$ cat src/hw/rtl/kpsc_pkg.sv
// ----------------------------------------------------------------------------
// kpsc_pkg: shared types and constants of the keyed Polybius square
// Action and status codes, fill alphabet and controller/datapath links.
// ----------------------------------------------------------------------------
`default_nettype none

package kpsc_pkg;

    // Default side length of the square
    localparam int SIDE_DEF = 5;

    // Width of the offset register
    localparam int OFFSET_W = 3;

    // Key-end fill alphabet: A..Z without W
    localparam int FILL_LEN   = 25;
    localparam int FILL_IDX_W = $clog2(FILL_LEN);
    localparam logic [7:0] FILL_ALPHABET [FILL_LEN] = '{
        8'h41, 8'h42, 8'h43, 8'h44, 8'h45, 8'h46, 8'h47, 8'h48, 8'h49,
        8'h4A, 8'h4B, 8'h4C, 8'h4D, 8'h4E, 8'h4F, 8'h50, 8'h51, 8'h52,
        8'h53, 8'h54, 8'h55, 8'h56, 8'h58, 8'h59, 8'h5A
    };

    // Key letters: W folds into V
    localparam logic [7:0] CH_W = 8'h57;
    localparam logic [7:0] CH_V = 8'h56;

    // Configuration register indexes
    localparam int REG_INDEX_OFFSET = 0;

    typedef enum logic [2:0] {
        ACT_CLEAR  = 3'd0,
        ACT_KEY    = 3'd1,
        ACT_FILL   = 3'd2,
        ACT_ENCODE = 3'd3,
        ACT_DECODE = 3'd4
    } action_t;

    typedef enum logic [1:0] {
        ST_OK     = 2'd0,
        ST_ABSENT = 2'd1,
        ST_BADPOS = 2'd2
    } status_t;

    // Commands from controller to datapath
    typedef struct packed {
        logic clear;
        logic key;
        logic fill_start;
        logic fill_step;
        logic load_enc;
        logic load_dec;
    } dp_cmd_t;

    // Status from datapath to controller
    typedef struct packed {
        logic fill_done;
    } dp_stat_t;

endpackage : kpsc_pkg

`default_nettype wire

$ cat src/hw/rtl/kpsc_datapath.sv
// ----------------------------------------------------------------------------
// kpsc_datapath: square storage, comparators and result register
// Holds the square, fill count and fill index; searches all slots in
// parallel, appends letters and registers encode and decode results.
// ----------------------------------------------------------------------------
`default_nettype none

module kpsc_datapath #(
    parameter int SIDE = kpsc_pkg::SIDE_DEF
) (
    input  wire logic                          clk,
    input  wire logic                          rst_n,
    input  wire kpsc_pkg::dp_cmd_t             cmd,
    output kpsc_pkg::dp_stat_t                 stat,
    input  wire logic [kpsc_pkg::OFFSET_W-1:0] index_offset,
    input  wire logic [7:0]                    letter,
    input  wire logic [3:0]                    row_in,
    input  wire logic [3:0]                    col_in,
    output logic      [7:0]                    letter_out,
    output logic      [3:0]                    row_out,
    output logic      [3:0]                    col_out,
    output logic      [1:0]                    status
);
    import kpsc_pkg::*;

    localparam int CELLS = SIDE * SIDE;
    localparam int IDX_W = $clog2(CELLS);
    localparam int CNT_W = $clog2(CELLS + 1);
    localparam int POS_W = $clog2(SIDE);

    logic [7:0]            square_reg [CELLS];
    logic [CNT_W-1:0]      fill_count_reg;
    logic [CNT_W-1:0]      fill_count_next;
    logic [FILL_IDX_W-1:0] fill_idx_reg;
    logic [FILL_IDX_W-1:0] fill_idx_next;

    logic [7:0]            letter_out_reg;
    logic [3:0]            row_out_reg;
    logic [3:0]            col_out_reg;
    status_t               status_reg;

    logic [7:0]            key_ch;
    logic [7:0]            search_ch;
    logic [CELLS-1:0]      hit;
    logic                  present;
    logic                  full;
    logic                  append;
    logic [POS_W-1:0]      hit_row;
    logic [POS_W-1:0]      hit_col;

    logic                  row_ge;
    logic                  col_ge;
    logic [3:0]            dec_row;
    logic [3:0]            dec_col;
    logic                  in_range;
    logic [IDX_W-1:0]      dec_idx;
    logic                  dec_ok;

    // Pick the character to look up
    assign key_ch    = (letter == CH_W) ? CH_V : letter;
    assign search_ch = cmd.fill_step ? FILL_ALPHABET[fill_idx_reg]
                     : (cmd.key ? key_ch : letter);

    // Compare every filled slot against the search character
    always_comb
    begin
        for (int i = 0; i < CELLS; i++)
        begin
            hit[i] = (CNT_W'(i) < fill_count_reg) && (square_reg[i] == search_ch);
        end
    end

    assign present = |hit;
    assign full    = (fill_count_reg == CNT_W'(CELLS));
    assign append  = (cmd.key || cmd.fill_step) && !present && !full;

    // Turn the lowest hit into row and column
    always_comb
    begin
        hit_row = '0;
        hit_col = '0;
        for (int i = CELLS - 1; i >= 0; i--)
        begin
            if (hit[i])
            begin
                hit_row = POS_W'(i / SIDE);
                hit_col = POS_W'(i % SIDE);
            end
        end
    end

    // Remove the offset and check the decode position
    assign row_ge   = (row_in >= 4'(index_offset));
    assign col_ge   = (col_in >= 4'(index_offset));
    assign dec_row  = row_in - 4'(index_offset);
    assign dec_col  = col_in - 4'(index_offset);
    assign in_range = row_ge && col_ge && (dec_row < 4'(SIDE)) && (dec_col < 4'(SIDE));
    assign dec_idx  = IDX_W'(dec_row[POS_W-1:0]) * IDX_W'(SIDE) + IDX_W'(dec_col[POS_W-1:0]);
    assign dec_ok   = in_range && (CNT_W'(dec_idx) < fill_count_reg);

    // Next fill count and fill index
    always_comb
    begin
        fill_count_next = fill_count_reg;
        if (cmd.clear)
        begin
            fill_count_next = '0;
        end
        else if (append)
        begin
            fill_count_next = fill_count_reg + CNT_W'(1);
        end

        fill_idx_next = fill_idx_reg;
        if (cmd.fill_start)
        begin
            fill_idx_next = '0;
        end
        else if (cmd.fill_step)
        begin
            fill_idx_next = fill_idx_reg + FILL_IDX_W'(1);
        end
    end

    // Hold fill count and fill index
    always_ff @(posedge clk or negedge rst_n)
    begin
        if (!rst_n)
        begin
            fill_count_reg <= '0;
            fill_idx_reg   <= '0;
        end
        else
        begin
            fill_count_reg <= fill_count_next;
            fill_idx_reg   <= fill_idx_next;
        end
    end

    // Write the appended letter into the next free slot
    always_ff @(posedge clk)
    begin
        if (append)
        begin
            square_reg[fill_count_reg[IDX_W-1:0]] <= search_ch;
        end
    end

    // Load the result register
    always_ff @(posedge clk)
    begin
        if (cmd.load_enc)
        begin
            letter_out_reg <= '0;
            if (present)
            begin
                row_out_reg <= 4'(hit_row) + 4'(index_offset);
                col_out_reg <= 4'(hit_col) + 4'(index_offset);
                status_reg  <= ST_OK;
            end
            else
            begin
                row_out_reg <= '0;
                col_out_reg <= '0;
                status_reg  <= ST_ABSENT;
            end
        end
        else if (cmd.load_dec)
        begin
            row_out_reg <= '0;
            col_out_reg <= '0;
            if (dec_ok)
            begin
                letter_out_reg <= square_reg[dec_idx];
                status_reg     <= ST_OK;
            end
            else
            begin
                letter_out_reg <= '0;
                status_reg     <= ST_BADPOS;
            end
        end
    end

    assign stat.fill_done = (fill_idx_reg == FILL_IDX_W'(FILL_LEN - 1)) || full;

    assign letter_out = letter_out_reg;
    assign row_out    = row_out_reg;
    assign col_out    = col_out_reg;
    assign status     = status_reg;

    // The square never holds more letters than it has slots
    a_count_bound: assert property (@(posedge clk) disable iff (!rst_n)
        fill_count_reg <= CNT_W'(CELLS))
        else $error("fill count beyond square size");

    // A clear empties the square on the next cycle
    a_clear: assert property (@(posedge clk) disable iff (!rst_n)
        cmd.clear |=> fill_count_reg == '0)
        else $error("fill count not zero after clear");

    // Letters are unique among the filled slots
    a_unique: assert property (@(posedge clk) disable iff (!rst_n)
        $onehot0(hit))
        else $error("duplicate letter in square");

endmodule : kpsc_datapath

`default_nettype wire

$ cat src/hw/rtl/kpsc_ctrl.sv
// ----------------------------------------------------------------------------
// kpsc_ctrl: sequencing of the keyed Polybius square
// Accepts input beats, issues datapath commands, runs the key-end fill
// and tracks the output beat.
// ----------------------------------------------------------------------------
`default_nettype none

module kpsc_ctrl (
    input  wire logic               clk,
    input  wire logic               rst_n,
    input  wire logic               in_valid,
    output logic                    in_ready,
    input  wire logic [2:0]         action,
    output logic                    out_valid,
    input  wire logic               out_ready,
    output kpsc_pkg::dp_cmd_t       cmd,
    input  wire kpsc_pkg::dp_stat_t stat
);
    import kpsc_pkg::*;

    typedef enum logic {
        S_IDLE,
        S_FILL
    } state_t;

    state_t  state_reg;
    state_t  state_next;
    logic    out_valid_reg;
    logic    out_valid_next;
    logic    accept;
    action_t act;

    assign act      = action_t'(action);
    assign in_ready = (state_reg == S_IDLE) && (!out_valid_reg || out_ready);
    assign accept   = in_valid && in_ready;

    // Decode the accepted beat into datapath commands, or step a running fill
    always_comb
    begin
        cmd        = '0;
        state_next = state_reg;
        if (state_reg == S_FILL)
        begin
            cmd.fill_step = 1'b1;
            if (stat.fill_done)
            begin
                state_next = S_IDLE;
            end
        end
        else if (accept)
        begin
            case (act)
                ACT_CLEAR:  cmd.clear    = 1'b1;
                ACT_KEY:    cmd.key      = 1'b1;
                ACT_FILL:
                begin
                    cmd.fill_start = 1'b1;
                    state_next     = S_FILL;
                end
                ACT_ENCODE: cmd.load_enc = 1'b1;
                ACT_DECODE: cmd.load_dec = 1'b1;
                default:    cmd          = '0;
            endcase
        end
    end

    // Raise the output beat on a loaded result, drop it when taken
    always_comb
    begin
        out_valid_next = out_valid_reg;
        if (cmd.load_enc || cmd.load_dec)
        begin
            out_valid_next = 1'b1;
        end
        else if (out_ready)
        begin
            out_valid_next = 1'b0;
        end
    end

    // Hold state and output valid
    always_ff @(posedge clk or negedge rst_n)
    begin
        if (!rst_n)
        begin
            state_reg     <= S_IDLE;
            out_valid_reg <= 1'b0;
        end
        else
        begin
            state_reg     <= state_next;
            out_valid_reg <= out_valid_next;
        end
    end

    assign out_valid = out_valid_reg;

    // No input beat is taken while the fill runs
    a_fill_busy: assert property (@(posedge clk) disable iff (!rst_n)
        state_reg == S_FILL |-> !accept)
        else $error("input accepted during fill");

    // A result is never loaded over one that waits untaken
    a_no_overwrite: assert property (@(posedge clk) disable iff (!rst_n)
        (out_valid_reg && !out_ready) |-> !(cmd.load_enc || cmd.load_dec))
        else $error("pending result overwritten");

    // A fill start always leads into the fill state
    a_fill_enter: assert property (@(posedge clk) disable iff (!rst_n)
        cmd.fill_start |=> state_reg == S_FILL)
        else $error("fill did not start");

endmodule : kpsc_ctrl

`default_nettype wire

$ cat src/hw/rtl/keyed_polybius_square_cipher.sv
// ----------------------------------------------------------------------------
// keyed_polybius_square_cipher: keyed 5x5 Polybius square
// Top level with stream ports, the APB offset register and the
// controller and datapath instances.
// ----------------------------------------------------------------------------
// Clear, key letter, encode and decode run without a wait state: the square sits
// in flip-flops and all slots are compared with the letter at once, and
// encode and decode results land in an output register. A new beat is taken
// while a result waits only if that result is taken in the same cycle. The
// key-end fill walks the 25-letter alphabet one letter per cycle through the
// same comparators, so that action holds the input until the alphabet is
// walked or the square is full. Configuration writes of index_offset at
// address 0 should be made while no beat is in progress.
`default_nettype none

module keyed_polybius_square_cipher #(
    parameter int SIDE = kpsc_pkg::SIDE_DEF
) (
    input  wire logic        clk,
    input  wire logic        rst_n,

    // Input stream
    input  wire logic        s_axis_tvalid,
    output logic             s_axis_tready,
    // [7:0] letter, [11:8] row_in, [15:12] col_in
    input  wire logic [15:0] s_axis_tdata,
    // [2:0] action
    input  wire logic [2:0]  s_axis_tuser,

    // Output stream
    output logic             m_axis_tvalid,
    input  wire logic        m_axis_tready,
    // [7:0] letter_out, [11:8] row_out, [15:12] col_out
    output logic      [15:0] m_axis_tdata,
    // [1:0] status
    output logic      [1:0]  m_axis_tuser,

    // Configuration port
    input  wire logic        psel,
    input  wire logic        penable,
    input  wire logic        pwrite,
    input  wire logic [2:0]  paddr,
    input  wire logic [31:0] pwdata,
    output logic      [31:0] prdata,
    output logic             pready
);
    import kpsc_pkg::*;

    logic [OFFSET_W-1:0] index_offset_reg;
    logic                cfg_write;
    logic                cfg_hit;
    dp_cmd_t             cmd;
    dp_stat_t            stat;
    logic [7:0]          letter_out;
    logic [3:0]          row_out;
    logic [3:0]          col_out;
    logic [1:0]          status;

    // Register file: index_offset only
    assign pready    = 1'b1;
    assign cfg_hit   = (paddr[2] == 1'(REG_INDEX_OFFSET));
    assign cfg_write = psel && penable && pwrite && pready && cfg_hit;
    assign prdata    = cfg_hit ? 32'(index_offset_reg) : 32'd0;

    always_ff @(posedge clk or negedge rst_n)
    begin
        if (!rst_n)
        begin
            index_offset_reg <= '0;
        end
        else if (cfg_write)
        begin
            index_offset_reg <= pwdata[OFFSET_W-1:0];
        end
    end

    kpsc_ctrl u_ctrl (
        .clk       (clk),
        .rst_n     (rst_n),
        .in_valid  (s_axis_tvalid),
        .in_ready  (s_axis_tready),
        .action    (s_axis_tuser),
        .out_valid (m_axis_tvalid),
        .out_ready (m_axis_tready),
        .cmd       (cmd),
        .stat      (stat)
    );

    kpsc_datapath #(
        .SIDE (SIDE)
    ) u_datapath (
        .clk          (clk),
        .rst_n        (rst_n),
        .cmd          (cmd),
        .stat         (stat),
        .index_offset (index_offset_reg),
        .letter       (s_axis_tdata[7:0]),
        .row_in       (s_axis_tdata[11:8]),
        .col_in       (s_axis_tdata[15:12]),
        .letter_out   (letter_out),
        .row_out      (row_out),
        .col_out      (col_out),
        .status       (status)
    );

    // Pack the result beat
    assign m_axis_tdata = {col_out, row_out, letter_out};
    assign m_axis_tuser = status;

endmodule : keyed_polybius_square_cipher

`default_nettype wire

$ cat config.mk
export PLATFORM = sky130hd
export DESIGN_NAME = keyed_polybius_square_cipher
export DESIGN_NICKNAME = d
export VERILOG_FILES = /design/src/hw/rtl/kpsc_pkg.sv /design/src/hw/rtl/kpsc_datapath.sv /design/src/hw/rtl/kpsc_ctrl.sv /design/src/hw/rtl/keyed_polybius_square_cipher.sv
export SDC_FILE = /design/constraint.sdc
export NUM_CORES = 1
export LEC_CHECK = 0
export ABC_AREA = 0
export BUFFER_PORTS_ARGS = -buffer_cell sky130_fd_sc_hd__buf_2
export CORE_ASPECT_RATIO = 1.2
export CORE_MARGIN = 2
export CORE_UTILIZATION = 50
export DETAILED_ROUTE_END_ITERATION = 12
export PLACE_DENSITY = 0.65
export SYNTH_ARGS = -nofsm -noshare
export SYNTH_HDL_FRONTEND = slang
export SYNTH_SLANG_ARGS = --single-unit
$ cat constraint.sdc
create_clock -name clk -period 5.67 [get_ports clk]
set_input_delay 1.4175 -clock clk [delete_from_list [all_inputs] [get_ports clk]]
set_output_delay 1.4175 -clock clk [all_outputs]
set_load 0.05 [all_outputs]
==> metrics.md <==
| Metric | Value |
|---|---|
| Outcome | `finished clean` |
| CTS root buffer | `clkbuf_16` |
| Die Wd | `~180 um` |
| Residual DRC count | `0` |
| R2r startpoint | `u_datapath.fill_idx_reg[0]` |
| Max Fanout on Critical Path | `9` |
| Yosys Warn Count | `0` |
| Worst-Margin Slew | `around 1.1 ns` |
| Max-cap violation count | `0` |
| Setup TNS | `0 ns` |
| Clock transition at path regs | `roughly 0.06 ns` |
| Clock Latency Late Sink | `approximately 0.59 ns` |
| Wire per inst | `29.6 um` |
| Synth top area share | `a little over two fifths` |
| Worst setup path endpoint | `u_datapath.col_out[2]` |
| Post-Synth Simple-Gate Area | `13.4%` |
| Pleak | `7.33 nW` |
| Max Fclk | `between 150 and 200 MHz` |
| Vias per cell | `6.72` |
| Layout area overhead | `14.1%` |
| Antenna Nets Post-Route | `0` |
| Crit end category | `flip-flop` |
| Top FF cell, synth | `edfxtp_1` |
| Setup violations, final | `0` |
| Fin nets | `approximately 1,800` |
| Max reg flops | `approximately 260` |
| TritonCTS buffer count | `31` |
| Top cells by area, synth | `edfxtp_1 44%, mux4_2 9.9%, xnor2_1 4.7%, ha_1 2.3%, xor2_1 2.2%` |
| Post-Synthesis Cells | `about 1,500` |
| Skew final | `about 0.015 ns` |
| Post-route minimum period | `between 5 and 6 ns` |
| Largest net degree at the start of global routing | `between 60 and 70` |
| Hpwl dp | `around 48,000 um` |
| Pwr dens | `~600 nW/um2` |
| Pre-CTS setup slack | `around 0.021 ns` |
| Grt total ovfl | `0` |
| Post-CTS Setup Repair Bufs | `0` |
| R2R Setup Slk | `0.47 ns` |
| Crit. Startpoint | `s_axis_tdata[7]` |
| Worst Reg-to-Reg Cells | `21` |
| Max-slew headroom | `about a quarter` |
| Largest area contributor in the netlist | `edfxtp_1` |
| Total power | `between 10 and 15 mW` |
| Share of layout cells above drive strength 1 | `about 22%` |
| Worst min path class | `reg2reg` |
| Via count | `between 10,000 and 15,000` |
| Largest family of logic cells by synthesized area | `simple AND/OR/NAND/NOR gates` |
| Commonest non-fill, non-tap cell in the layout | `edfxtp_1` |
| Post-synthesis sequential element count | `roughly 290` |
| Crit share post-route | `between 90% and 100%` |
| Final slew viol count | `0` |
| Antenna fix cells | `0` |
| Reg2reg end | `u_datapath.col_out[2]` |
| Final instance area | `20,800 um2` |
| FFs w/ async S/R, synth | `under 10%` |
| Yosys cell types | `approximately 110` |
| Seq/Total Area, Yosys | `approximately 47%` |
| # resized after CTS | `0` |
| Floorplan row count | `76` |
| TritonCTS sink count | `around 290` |
| Antenna violations before repair | `3` |
| TritonRoute pass-1 iters | `8` |
| H-Tree Depth | `1` |
| EDFF count, synth | `~270` |
| WS Path Type | `in2reg` |
| Most frequent cells in the layout | `266 x edfxtp_1, 144 x buf_4, 97 x xnor2_1, 91 x nor2_1, 80 x mux4_2` |
| Crit path DAT | `5.57 ns` |
| Adder-cell area share of the yosys netlist | `between 2 and 3%` |
| Post-synthesis xor/xnor area fraction | `6.83%` |
| Core Util, Final | `slightly below 60%` |
| DP Area | `around 20,000 um2` |
| Compound-Gate Fraction of Synth Area | `roughly an eighth` |
| Final Hold Vio Count | `0` |
| Hold path startpoint | `u_datapath.letter_out[5]` |
| # hold bufs at CTS | `0` |
| Mean Syn Cell Area | `approximately 12 um2` |
| Setup crit start kind | `input pin` |
| Routed wire length | `about 64,000 um` |
| Cell Area, Synth | `~18,000 um2` |
| DIE HEIGHT | `about 210 um` |
| DR iter-0 viols | `1,893` |
| Initial core utilization | `50.8%` |
| CP Data Required Time | `roughly 6.0 ns` |
| Mux cell area share after synthesis | `between 10% and 20%` |
| CTS Buffer Depth | `3` |
| I/O Pins | `~110` |
| Core box area | `about 36,000 um2` |
| Placer Congestion | `1.00` |
| Vias in the first global route | `roughly 14,000` |
| Final WS setup | `around 0.43 ns` |
| CTS tree | `built` |
| RSZ-0062 raised after global routing | `no` |
| Die area | `37,900 um2` |
| Total Routing Usage GR | `33.9%` |
| Global-route wire length before repair | `a little over 90,000 um` |
| Buffers on Ports | `52` |
| Peak VDD IR | `a little under 0.7 mV` |
-- final cells by class --
cell class,instances,area [um2]
well taps,468,586
clock inverters,14,116
clock buffers,40,861
flip-flops and latches,289,8530
inverters,66,250
repair buffers,205,1520
fillers,2957,15100
multi-input cells,1079,8900
-- report_power, final --
group	internal [mW]	leakage [nW]	total (mW)	switching, mW
combinational	3.00	4.20	7.53	4.53
sequential	2.77	2.66	3.01	0.240
clock	1.11	0.471	1.99	0.879
-- worst min-delay path by stage --
| stage | slack (ns) | cells after the start | end |
|---|---|---|---|
| finish | 0.45 | 2 | u_datapath.letter_out[5] |
| CTS | 0.45 | 2 | u_datapath.letter_out[5] |
| detailed placement | 0.44 | 2 | u_datapath.letter_out[5] |
| floorplan | 0.54 | 1 | index_offset_reg[1] |
| global placement | 0.43 | 2 | u_datapath.letter_out[5] |
| global route | 0.47 | 2 | u_datapath.letter_out[5] |
-- synth_stat cells, types with 37 or more instances --
cell type and number:
a21oi_1 48, buf_4 39, edfxtp_1 266, inv_1 64, mux4_2 80, nand2_1 50, nor2_1 92, nor4_1 37
o21ai_0 61, xnor2_1 97, xor2_1 45
-- per-stage QoR --
stage | hold WS (ns) | cells
2_1_floorplan | 0.538 | 1557
6_report | 0.448 | 2161
5_1_grt | 0.474 | 2161
3_5_place_dp | 0.438 | 2107
3_3_place_gp | 0.434 | 2107
4_1_cts | 0.453 | 2161
-- logic make-up (layout without fill, tap and decap cells) --
kind of cell | count (synthesis) | count (layout)
flops | 289 | 289
mux | 112 | 112
simple gates | 417 | 417
buf+inv | 189 | 325
other cells | 2 | 38
fa+ha+maj | 38 | 38
xor+xnor | 142 | 142
compound gates | 332 | 332
-- worst max-delay path, cell delays in order --
cell       delay (ns)
buf_2            0.23
inv_1            0.12
buf_4            0.20
a21oi_1          0.14
o32ai_1          0.51
o2111ai_1        0.33
a2111oi_0        0.72
buf_4            0.23
a221o_1          0.18
nand2_1          0.08
nor4_1           0.31
o311ai_1         0.17
a21o_1           0.22
fa_1             0.40
xor2_1           0.21
nor2_1           0.06
-- layer usage --
| layer | GRT usage, % | routed length (um) | up-vias |
|---|---|---|---|
| met4 | 22.6 | 5000 | 2 |
| met1 | 42.6 | 23300 | 7058 |
| met5 | 0 | 11 | - |
| li1 | - | - | 6195 |
| met2 | 52.1 | 28400 | 1036 |
| met3 | 8.12 | 7260 | 241 |
(Power assumes the default switching activity.)
